`src/rtl/core/ale_pkg.sv`:
```
`timescale 1ns / 1ps
// ----------------------------------------------------------------------------
// ale_pkg: array list engine package
// Operation codes, shift commands and shared constants.
// ----------------------------------------------------------------------------
package ale_pkg;

  localparam int CAPACITY_DEF = 16;
  localparam int OP_W         = 3;
  localparam int POS_W        = 5;
  localparam int VAL_W        = 32;
  localparam int FIDX_W       = 4;
  localparam int CNT_W        = 5;

  typedef enum logic [OP_W-1:0] {
    OP_INSERT   = 3'd0,
    OP_DELETE   = 3'd1,
    OP_LOCATE   = 3'd2,
    OP_RETRIEVE = 3'd3,
    OP_SORTED   = 3'd4,
    OP_CLEAR    = 3'd5
  } op_t;

  typedef enum logic [1:0] {
    SH_HOLD = 2'd0,
    SH_INS  = 2'd1,
    SH_DEL  = 2'd2
  } shift_mode_t;

  typedef struct packed {
    shift_mode_t mode;
    logic        load_probe;
  } cell_cmd_t;

endpackage

```
`src/rtl/core/ale_cell.sv`:
```
`timescale 1ns / 1ps
// ----------------------------------------------------------------------------
// ale_cell: one list entry
// Holds one entry, shifts it up or down on insert and delete, and passes a
// probe copy toward entry zero during a scan.
// ----------------------------------------------------------------------------
module ale_cell #(
  parameter int INDEX = 0,
  parameter int LW    = 5
) (
  input  logic                        clk,
  input  ale_pkg::cell_cmd_t          cmd,
  input  logic [LW-1:0]               at,
  input  logic [ale_pkg::VAL_W-1:0]   ins_value,
  input  logic [ale_pkg::VAL_W-1:0]   left_data,
  input  logic [ale_pkg::VAL_W-1:0]   right_data,
  input  logic [ale_pkg::VAL_W-1:0]   right_probe,
  output logic [ale_pkg::VAL_W-1:0]   data,
  output logic [ale_pkg::VAL_W-1:0]   probe
);
  import ale_pkg::*;

  localparam logic [LW-1:0] IDX = LW'(INDEX);

  always_ff @(posedge clk) begin
    case (cmd.mode)
      SH_INS: begin
        if (IDX > at) begin
          data <= left_data;
        end else if (IDX == at) begin
          data <= ins_value;
        end
      end
      SH_DEL: begin
        if (IDX >= at) begin
          data <= right_data;
        end
      end
      default: ;
    endcase
  end

  always_ff @(posedge clk) begin
    if (cmd.load_probe) begin
      probe <= data;
    end else begin
      probe <= right_probe;
    end
  end

endmodule

```
`src/rtl/core/ale_ctrl.sv`:
```
`timescale 1ns / 1ps
// ----------------------------------------------------------------------------
// ale_ctrl: array list engine controller
// Decodes requests, keeps the entry count, drives the cell row and walks the
// probe chain for locate, retrieve and sorted insert.
// ----------------------------------------------------------------------------
module ale_ctrl #(
  parameter int CAPACITY = ale_pkg::CAPACITY_DEF,
  parameter int LW       = $clog2(CAPACITY + 1)
) (
  input  logic                               clk,
  input  logic                               rst,
  input  logic                               in_valid,
  output logic                               in_ready,
  input  logic [ale_pkg::OP_W-1:0]           op,
  input  logic [ale_pkg::POS_W-1:0]          position,
  input  logic signed [ale_pkg::VAL_W-1:0]   value,
  output logic                               out_valid,
  input  logic                               out_ready,
  output logic                               ok,
  output logic signed [ale_pkg::VAL_W-1:0]   read_value,
  output logic [ale_pkg::FIDX_W-1:0]         found_index,
  output logic [ale_pkg::CNT_W-1:0]          entry_count,
  input  logic [ale_pkg::VAL_W-1:0]          probe0,
  output ale_pkg::cell_cmd_t                 cmd,
  output logic [LW-1:0]                      at,
  output logic [ale_pkg::VAL_W-1:0]          ins_value
);
  import ale_pkg::*;

  localparam int CW = (LW > POS_W) ? LW : POS_W;
  localparam logic [LW-1:0] CAP_L = LW'(CAPACITY);

  typedef enum logic [1:0] {
    ST_IDLE = 2'b01,
    ST_SCAN = 2'b10
  } state_t;

  state_t               state, state_next;
  logic [LW-1:0]        len, len_next;
  logic [LW-1:0]        cnt, cnt_next;
  logic [LW-1:0]        ipos, ipos_next;
  op_t                  op_q;
  logic [POS_W-1:0]     pos_q;
  logic [VAL_W-1:0]     key;
  logic                 accept;
  logic                 load_out;
  logic                 res_ok;
  logic [VAL_W-1:0]     res_rd;
  logic [LW-1:0]        res_fi;
  logic [CW-1:0]        pos_x, pos_qx, len_x, cnt_x;

  assign in_ready = !rst && (state == ST_IDLE) && (!out_valid || out_ready);
  assign accept   = in_valid && in_ready;
  assign pos_x    = CW'(position);
  assign pos_qx   = CW'(pos_q);
  assign len_x    = CW'(len);
  assign cnt_x    = CW'(cnt);

  always_comb begin
    state_next     = state;
    len_next       = len;
    cnt_next       = cnt;
    ipos_next      = ipos;
    cmd.mode       = SH_HOLD;
    cmd.load_probe = 1'b0;
    at             = '0;
    ins_value      = value;
    load_out       = 1'b0;
    res_ok         = 1'b0;
    res_rd         = '0;
    res_fi         = '0;
    case (state)
      ST_IDLE: begin
        if (accept) begin
          case (op_t'(op))
            OP_INSERT: begin
              load_out = 1'b1;
              if (pos_x <= len_x && len < CAP_L) begin
                cmd.mode = SH_INS;
                at       = LW'(position);
                len_next = len + LW'(1);
                res_ok   = 1'b1;
              end
            end
            OP_DELETE: begin
              load_out = 1'b1;
              if (pos_x < len_x) begin
                cmd.mode = SH_DEL;
                at       = LW'(position);
                len_next = len - LW'(1);
                res_ok   = 1'b1;
              end
            end
            OP_LOCATE: begin
              cmd.load_probe = 1'b1;
              cnt_next       = '0;
              state_next     = ST_SCAN;
            end
            OP_RETRIEVE: begin
              if (pos_x < len_x) begin
                cmd.load_probe = 1'b1;
                cnt_next       = '0;
                state_next     = ST_SCAN;
              end else begin
                load_out = 1'b1;
              end
            end
            OP_SORTED: begin
              if (len < CAP_L) begin
                cmd.load_probe = 1'b1;
                cnt_next       = '0;
                ipos_next      = '0;
                state_next     = ST_SCAN;
              end else begin
                load_out = 1'b1;
              end
            end
            OP_CLEAR: begin
              load_out = 1'b1;
              len_next = '0;
              res_ok   = 1'b1;
            end
            default: begin
              load_out = 1'b1;
            end
          endcase
        end
      end
      ST_SCAN: begin
        ins_value = key;
        case (op_q)
          OP_LOCATE: begin
            if (cnt == len) begin
              load_out   = 1'b1;
              state_next = ST_IDLE;
            end else if (probe0 == key) begin
              load_out   = 1'b1;
              res_ok     = 1'b1;
              res_fi     = cnt;
              state_next = ST_IDLE;
            end else begin
              cnt_next = cnt + LW'(1);
            end
          end
          OP_RETRIEVE: begin
            if (cnt_x == pos_qx) begin
              load_out   = 1'b1;
              res_ok     = 1'b1;
              res_rd     = probe0;
              state_next = ST_IDLE;
            end else begin
              cnt_next = cnt + LW'(1);
            end
          end
          OP_SORTED: begin
            if (cnt == len) begin
              cmd.mode   = SH_INS;
              at         = ipos;
              len_next   = len + LW'(1);
              load_out   = 1'b1;
              res_ok     = 1'b1;
              state_next = ST_IDLE;
            end else begin
              if (!($signed(probe0) > $signed(key))) begin
                ipos_next = cnt + LW'(1);
              end
              cnt_next = cnt + LW'(1);
            end
          end
          default: begin
            load_out   = 1'b1;
            state_next = ST_IDLE;
          end
        endcase
      end
      default: begin
        state_next = ST_IDLE;
      end
    endcase
  end

  always_ff @(posedge clk) begin
    if (rst) begin
      state     <= ST_IDLE;
      len       <= '0;
      out_valid <= 1'b0;
    end else begin
      state <= state_next;
      len   <= len_next;
      if (load_out) begin
        out_valid <= 1'b1;
      end else if (out_ready) begin
        out_valid <= 1'b0;
      end
    end
  end

  always_ff @(posedge clk) begin
    cnt  <= cnt_next;
    ipos <= ipos_next;
    if (accept) begin
      op_q  <= op_t'(op);
      pos_q <= position;
      key   <= value;
    end
    if (load_out) begin
      ok          <= res_ok;
      read_value  <= res_rd;
      found_index <= FIDX_W'(CW'(res_fi));
      entry_count <= CNT_W'(CW'(len_next));
    end
  end

endmodule

```
`src/rtl/core/array_list_engine_core.sv`:
```
`timescale 1ns / 1ps
// ----------------------------------------------------------------------------
// array_list_engine_core: fixed-capacity ordered list engine
// Usage:
//   Input channel (in_valid/in_ready) carries one request word: op, position,
//   value. Output channel (out_valid/out_ready) returns one result word per
//   request: ok, read_value, found_index, entry_count.
//   Entries live in a row of CAPACITY cells; insert and delete shift the
//   entries from the position upward on the accepting clock edge. Locate,
//   retrieve and sorted insert walk a probe copy of the row toward entry zero, one entry per cycle.
// Result path:
//   insert at, delete, clear, rejected requests: result registered in the
//   cycle after acceptance. Retrieve, locate and sorted insert load the probe
//   row, walk it in the scan state and register the result at the position,
//   the match or the count. The next request is taken once the controller is
//   idle and the result register is free or being emptied, so requests that
//   do not scan sustain one word per cycle while the receiver takes each result.
// Reset clears the internal entry count and the result valid flag; entry
// contents and the result word are left as they are. A stalled receiver
// holds the result word and blocks new requests until it is taken.
// ----------------------------------------------------------------------------
module array_list_engine_core #(
  parameter int CAPACITY = ale_pkg::CAPACITY_DEF
) (
  input  logic                               clk,
  input  logic                               rst,
  input  logic                               in_valid,
  output logic                               in_ready,
  input  logic [ale_pkg::OP_W-1:0]           op,
  input  logic [ale_pkg::POS_W-1:0]          position,
  input  logic signed [ale_pkg::VAL_W-1:0]   value,
  output logic                               out_valid,
  input  logic                               out_ready,
  output logic                               ok,
  output logic signed [ale_pkg::VAL_W-1:0]   read_value,
  output logic [ale_pkg::FIDX_W-1:0]         found_index,
  output logic [ale_pkg::CNT_W-1:0]          entry_count
);
  import ale_pkg::*;

  localparam int LW = $clog2(CAPACITY + 1);

  cell_cmd_t           cmd;
  logic [LW-1:0]       at;
  logic [VAL_W-1:0]    ins_value;
  logic [VAL_W-1:0]    data  [CAPACITY];
  logic [VAL_W-1:0]    probe [CAPACITY];

  ale_ctrl #(
    .CAPACITY (CAPACITY),
    .LW       (LW)
  ) u_ctrl (
    .clk         (clk),
    .rst         (rst),
    .in_valid    (in_valid),
    .in_ready    (in_ready),
    .op          (op),
    .position    (position),
    .value       (value),
    .out_valid   (out_valid),
    .out_ready   (out_ready),
    .ok          (ok),
    .read_value  (read_value),
    .found_index (found_index),
    .entry_count (entry_count),
    .probe0      (probe[0]),
    .cmd         (cmd),
    .at          (at),
    .ins_value   (ins_value)
  );

  for (genvar i = 0; i < CAPACITY; i++) begin : g_cell
    logic [VAL_W-1:0] left_d;
    logic [VAL_W-1:0] right_d;
    logic [VAL_W-1:0] right_p;

    if (i == 0) begin : g_first
      assign left_d = data[i];
    end else begin : g_mid_l
      assign left_d = data[i-1];
    end

    if (i == CAPACITY - 1) begin : g_last
      assign right_d = data[i];
      assign right_p = probe[i];
    end else begin : g_mid_r
      assign right_d = data[i+1];
      assign right_p = probe[i+1];
    end

    ale_cell #(
      .INDEX (i),
      .LW    (LW)
    ) u_cell (
      .clk         (clk),
      .cmd         (cmd),
      .at          (at),
      .ins_value   (ins_value),
      .left_data   (left_d),
      .right_data  (right_d),
      .right_probe (right_p),
      .data        (data[i]),
      .probe       (probe[i])
    );
  end

endmodule
```
`config.mk`:
```
export PLATFORM = sky130hd
export DESIGN_NAME = array_list_engine_core
export DESIGN_NICKNAME = d
export VERILOG_FILES = /design/src/rtl/core/ale_pkg.sv /design/src/rtl/core/ale_cell.sv /design/src/rtl/core/ale_ctrl.sv /design/src/rtl/core/array_list_engine_core.sv
export SDC_FILE = /design/constraint.sdc
export NUM_CORES = 2
export LEC_CHECK = 0
export BUFFER_PORTS_ARGS = -buffer_cell sky130_fd_sc_hd__buf_4
export CELL_PAD_IN_SITES_DETAIL_PLACEMENT = 0
export CELL_PAD_IN_SITES_GLOBAL_PLACEMENT = 1
export CORE_ASPECT_RATIO = 1.5
export CORE_UTILIZATION = 30
export DETAILED_ROUTE_END_ITERATION = 8
export GPL_TIMING_DRIVEN = 0
export PLACE_DENSITY = 0.48
export SETUP_SLACK_MARGIN = 0.3
export SYNTH_ARGS = -nofsm -noshare
export SYNTH_HDL_FRONTEND = slang
export SYNTH_SLANG_ARGS = --single-unit
```
`constraint.sdc`:
```
create_clock -name clk -period 23.2 [get_ports clk]
set_input_delay 1.16 -clock clk [delete_from_list [all_inputs] [get_ports clk]]
set_output_delay 1.16 -clock clk [all_outputs]
set_load 0.05 [all_outputs]
```
==> flow_metrics.py <==
metrics = {
    "finish": {
        "fin_nets": 5300,
        "nFillCells": 16700,
        "final_cell_area_sq_um": 57300,
        "finalNonFillerCells": 7513,
        "drive_gt1_frac": 0.0968,
        "multi_input_area_sq_um": 18000,
        "fin_util": 0.354,
        "seq_area_sq_um": 28900,
        "syn_to_final_growth_pct": 17.0,
    },
    "logic_synthesis": {
        "ys_seq_area_frac": 0.590,
        "synth_ff_type": "edfxtp_1",
        "ys_async_sr_fraction": 0,
        "syn_area_per_cell_sq_um": 9.82,
        "synth_top_area_cell": "edfxtp_1",
        "synth_area_sq_um": 48900,
        "synth.distinct_cells": 84,
        "ys_seq_elements": 1124,
        "synth_nets": 5069,
        "synth.top_cell.area_share": 0.390,
        "syn_inst": 4981,
        "synth_enable_flop_cells": 636,
        "yosysWarningCount": 0,
        "yosys-top-cells-area": "edfxtp_1, dfxtp_1, nand2_1",
    },
    "global_routing": {
        "met2_usage": 0.450,
        "busiest_layer": "met2",
        "antenna_found_initial": 13,
        "grt_max_degree": 37,
        "grt_pass1_vias": 37300,
        "grtUsageTotal": 0.242,
        "grt_pass1_wl_mm": 281,
        "use_met1": 0.277,
        "use_met3": 0.0240,
        "grt_overflow": 0,
    },
    "placed_design": {
        "gp_congestion": 0.863,
        "place_inst": 7192,
        "dpl.hpwl_mm": 164,
        "dpl_cell_area_sq_um": 52800,
        "post-place-ws_ps": 15490,
        "io_buffer_count": 87,
    },
    "sta": {
        "final.min_clock_period_ps": 7630,
        "fmax_mhz": 131,
        "layout_setup_ws_ps": 15570,
        "finClkSkew_ps": 38.6,
        "slew_viol_final": 0,
        "hold_viol": 0,
        "worstMarginPinSlew_ps": 1410,
        "tns_ps": 0,
        "whs_ps": 410,
        "min_period_over_period": 0.329,
        "finalSetupViolations": 0,
        "rsz0062_at_grt": "no",
        "maxSlewHeadroom": 0.0595,
    },
    "clocking": {
        "post-cts-setup-buffers": 0,
        "htree_levels": 3,
        "postCtsHoldBufs": 0,
        "clk_pin_slew_worst_paths_ps": 60,
        "clk_latency_ps": 770,
        "cts_tree": "yes",
        "cts_buffers": 121,
        "root_buffer": "clkbuf_16",
        "clock_sinks": 1124,
        "cts_resized": 0,
        "cts_buffer_depth": 3,
    },
    "setup_path": {
        "crit_chain": "inv_1 > ha_1 > buf_1 > clkbuf_1 > clkbuf_1 > or2_2 > ha_1 > clkbuf_1 > clkbuf_1 > clkbuf_1 > clkbuf_1 > nand2_1 > o31ai_1",
        "criticalPathCategory": "register to register",
        "end_kind": "register",
        "critical-path-top-delay-family": "buffers and inverters",
        "crit_path_frequent_cell": "clkbuf_1",
        "cp_max_fo": 10,
        "start_kind": "register",
        "crit_buf_inv": 8,
        "cp.required_ps": 23790,
        "critPathMaxStageDelay_ps": 1100,
        "critPathSlowestCell": "clkbuf_1",
        "crit_arrival_ps": 8220,
    },
    "detailed_routing": {
        "avgViaCountPerCell": 4.78,
        "drtPass1Iterations": 6,
        "ant_nets": 0,
        "dr.first_iter.drc_count": 2556,
        "route.detailed.drc": 0,
        "wl_per_cell_microns": 26.6,
        "vias": 35900,
        "routed_wirelength_mm": 200,
    },
    "floorplanning": {
        "start_util": 0.302,
        "coreArea_sq_um": 162000,
        "die_x_microns": 332,
        "fp.dieH_microns": 497,
        "ios": 88,
        "die_area_sq_um": 165000,
        "rows": 181,
    },
    "power": {
        "peakVddDrop_uv": 61.4,
        "p_total_mw": 4.77,
        "power_leakage_nw": 22.2,
        "powerDensity_nw_per_um2": 83.2,
    },
    "flow_run": {
        "cap_violations": 0,
    },
    "run_status": {
        "status": "completed",
    },
    "min_path": {
        "hold_path.class": "register to register",
    },
}
registers in the layout (all words and copies together), names as in the netlist:
name                 flops
g_cell.u_cell.data     512
g_cell.u_cell.probe    512
u_ctrl.cnt               5
u_ctrl.entry_count       5
u_ctrl.found_index       4
u_ctrl.ipos              5
u_ctrl.key              32
u_ctrl.len               5
u_ctrl.ok                1
u_ctrl.op_q              3
u_ctrl.out_valid         1
u_ctrl.pos_q             5
u_ctrl.read_value       32
u_ctrl.state             2
worst paths after layout:
check / slack, ps / from / endpoint / depth (start not counted)
worst max-delay path: 15570 / u_ctrl.state[0]$_SDFFE_PP1P_ / g_cell[7].u_cell.data[31]$_DFFE_PP_ / 13
worst min-delay path: 410 / g_cell[8].u_cell.probe[29]$_DFF_P_ / g_cell[7].u_cell.probe[29]$_DFF_P_ / 2
worst max register to register: 15570 / u_ctrl.state[0]$_SDFFE_PP1P_ / g_cell[7].u_cell.data[31]$_DFFE_PP_ / 13
worst min register to register: 410 / g_cell[8].u_cell.probe[29]$_DFF_P_ / g_cell[7].u_cell.probe[29]$_DFF_P_ / 2
synthesized netlist by cell type, types with 52 or more instances:
master    instances
nand2b_1         52
mux2_2           63
inv_1           178
nor3_1          120
dfxtp_1         488
nor2_1           88
mux2i_1         206
o21ai_0         249
edfxtp_1        636
clkbuf_1        297
a21oi_1         161
o31ai_1          97
o21ai_1         110
nand2_1        1689
kinds of logic after synthesis:
group | count (synthesis) | share of synthesized area
adder cells (fa/ha/maj) | 44 | 0.0113
AND/OR/NAND/NOR | 2089 | 0.173
multiplexers | 271 | 0.0571
flip-flops | 1124 | 0.590
XOR/XNOR | 13 | 0.00233
buffers and inverters | 555 | 0.0468
AO/OA/AOI/OAI | 885 | 0.119
report_power, final:
part	total [mW]	leakage (nW)	internal, mW	switching (mW)
Sequential	2.31	9.88	2.25	0.0627
Combinational	0.373	10.2	0.107	0.266
Clock	2.08	2.06	1.20	0.875
metal layers:
layer  part of all wire  vias to the layer above
li1                   -                    17800
met1               0.39                    17000
met2               0.53                      894
met3              0.039                      227
met4              0.044                        0
met5                  0                        -
cells in the final DEF (no fill, tap or decap), types with 11 or more instances in the layout:
cell type	instances
nand2_1	1689
o21ai_0	249
a21o_1	11
a21oi_1	154
nor3_1	120
clkbuf_16	129
clkinv_2	23
dfxtp_1	488
buf_12	19
and3_1	35
nand2b_1	52
ha_1	44
nor2_1	83
edfxtp_1	636
a211oi_1	32
buf_4	108
bufinv_16	12
mux2_2	63
a221oi_2	20
o21ai_1	110
nand3_1	19
a31oi_1	38
clkbuf_1	321
mux2i_1	206
o221a_1	30
o2111ai_1	33
clkbuf_8	18
xnor2_1	11
diode_2	88
a221oi_1	44
inv_1	177
clkinv_1	12
nor4_1	37
o31ai_1	97
and2_1	11
buf_2	42
tightest hold or removal path, stage by stage, from the launching register on:
cell and delay, ps:
dfxtp_1 300, nand2_1 40, nand2_1 60
area by class of cell:
cell class                 instances  area share
clock buffer                     176      0.0626
buffer                           375      0.0283
sequential                      1124       0.504
timing repair buffer             108      0.0188
inverter                         180      0.0118
tap                             2104      0.0460
antenna                           88     0.00385
clock inverter                    56      0.0109
multi-input combinational       3302       0.314
Note: power is estimated with default switching activity, not from simulation.
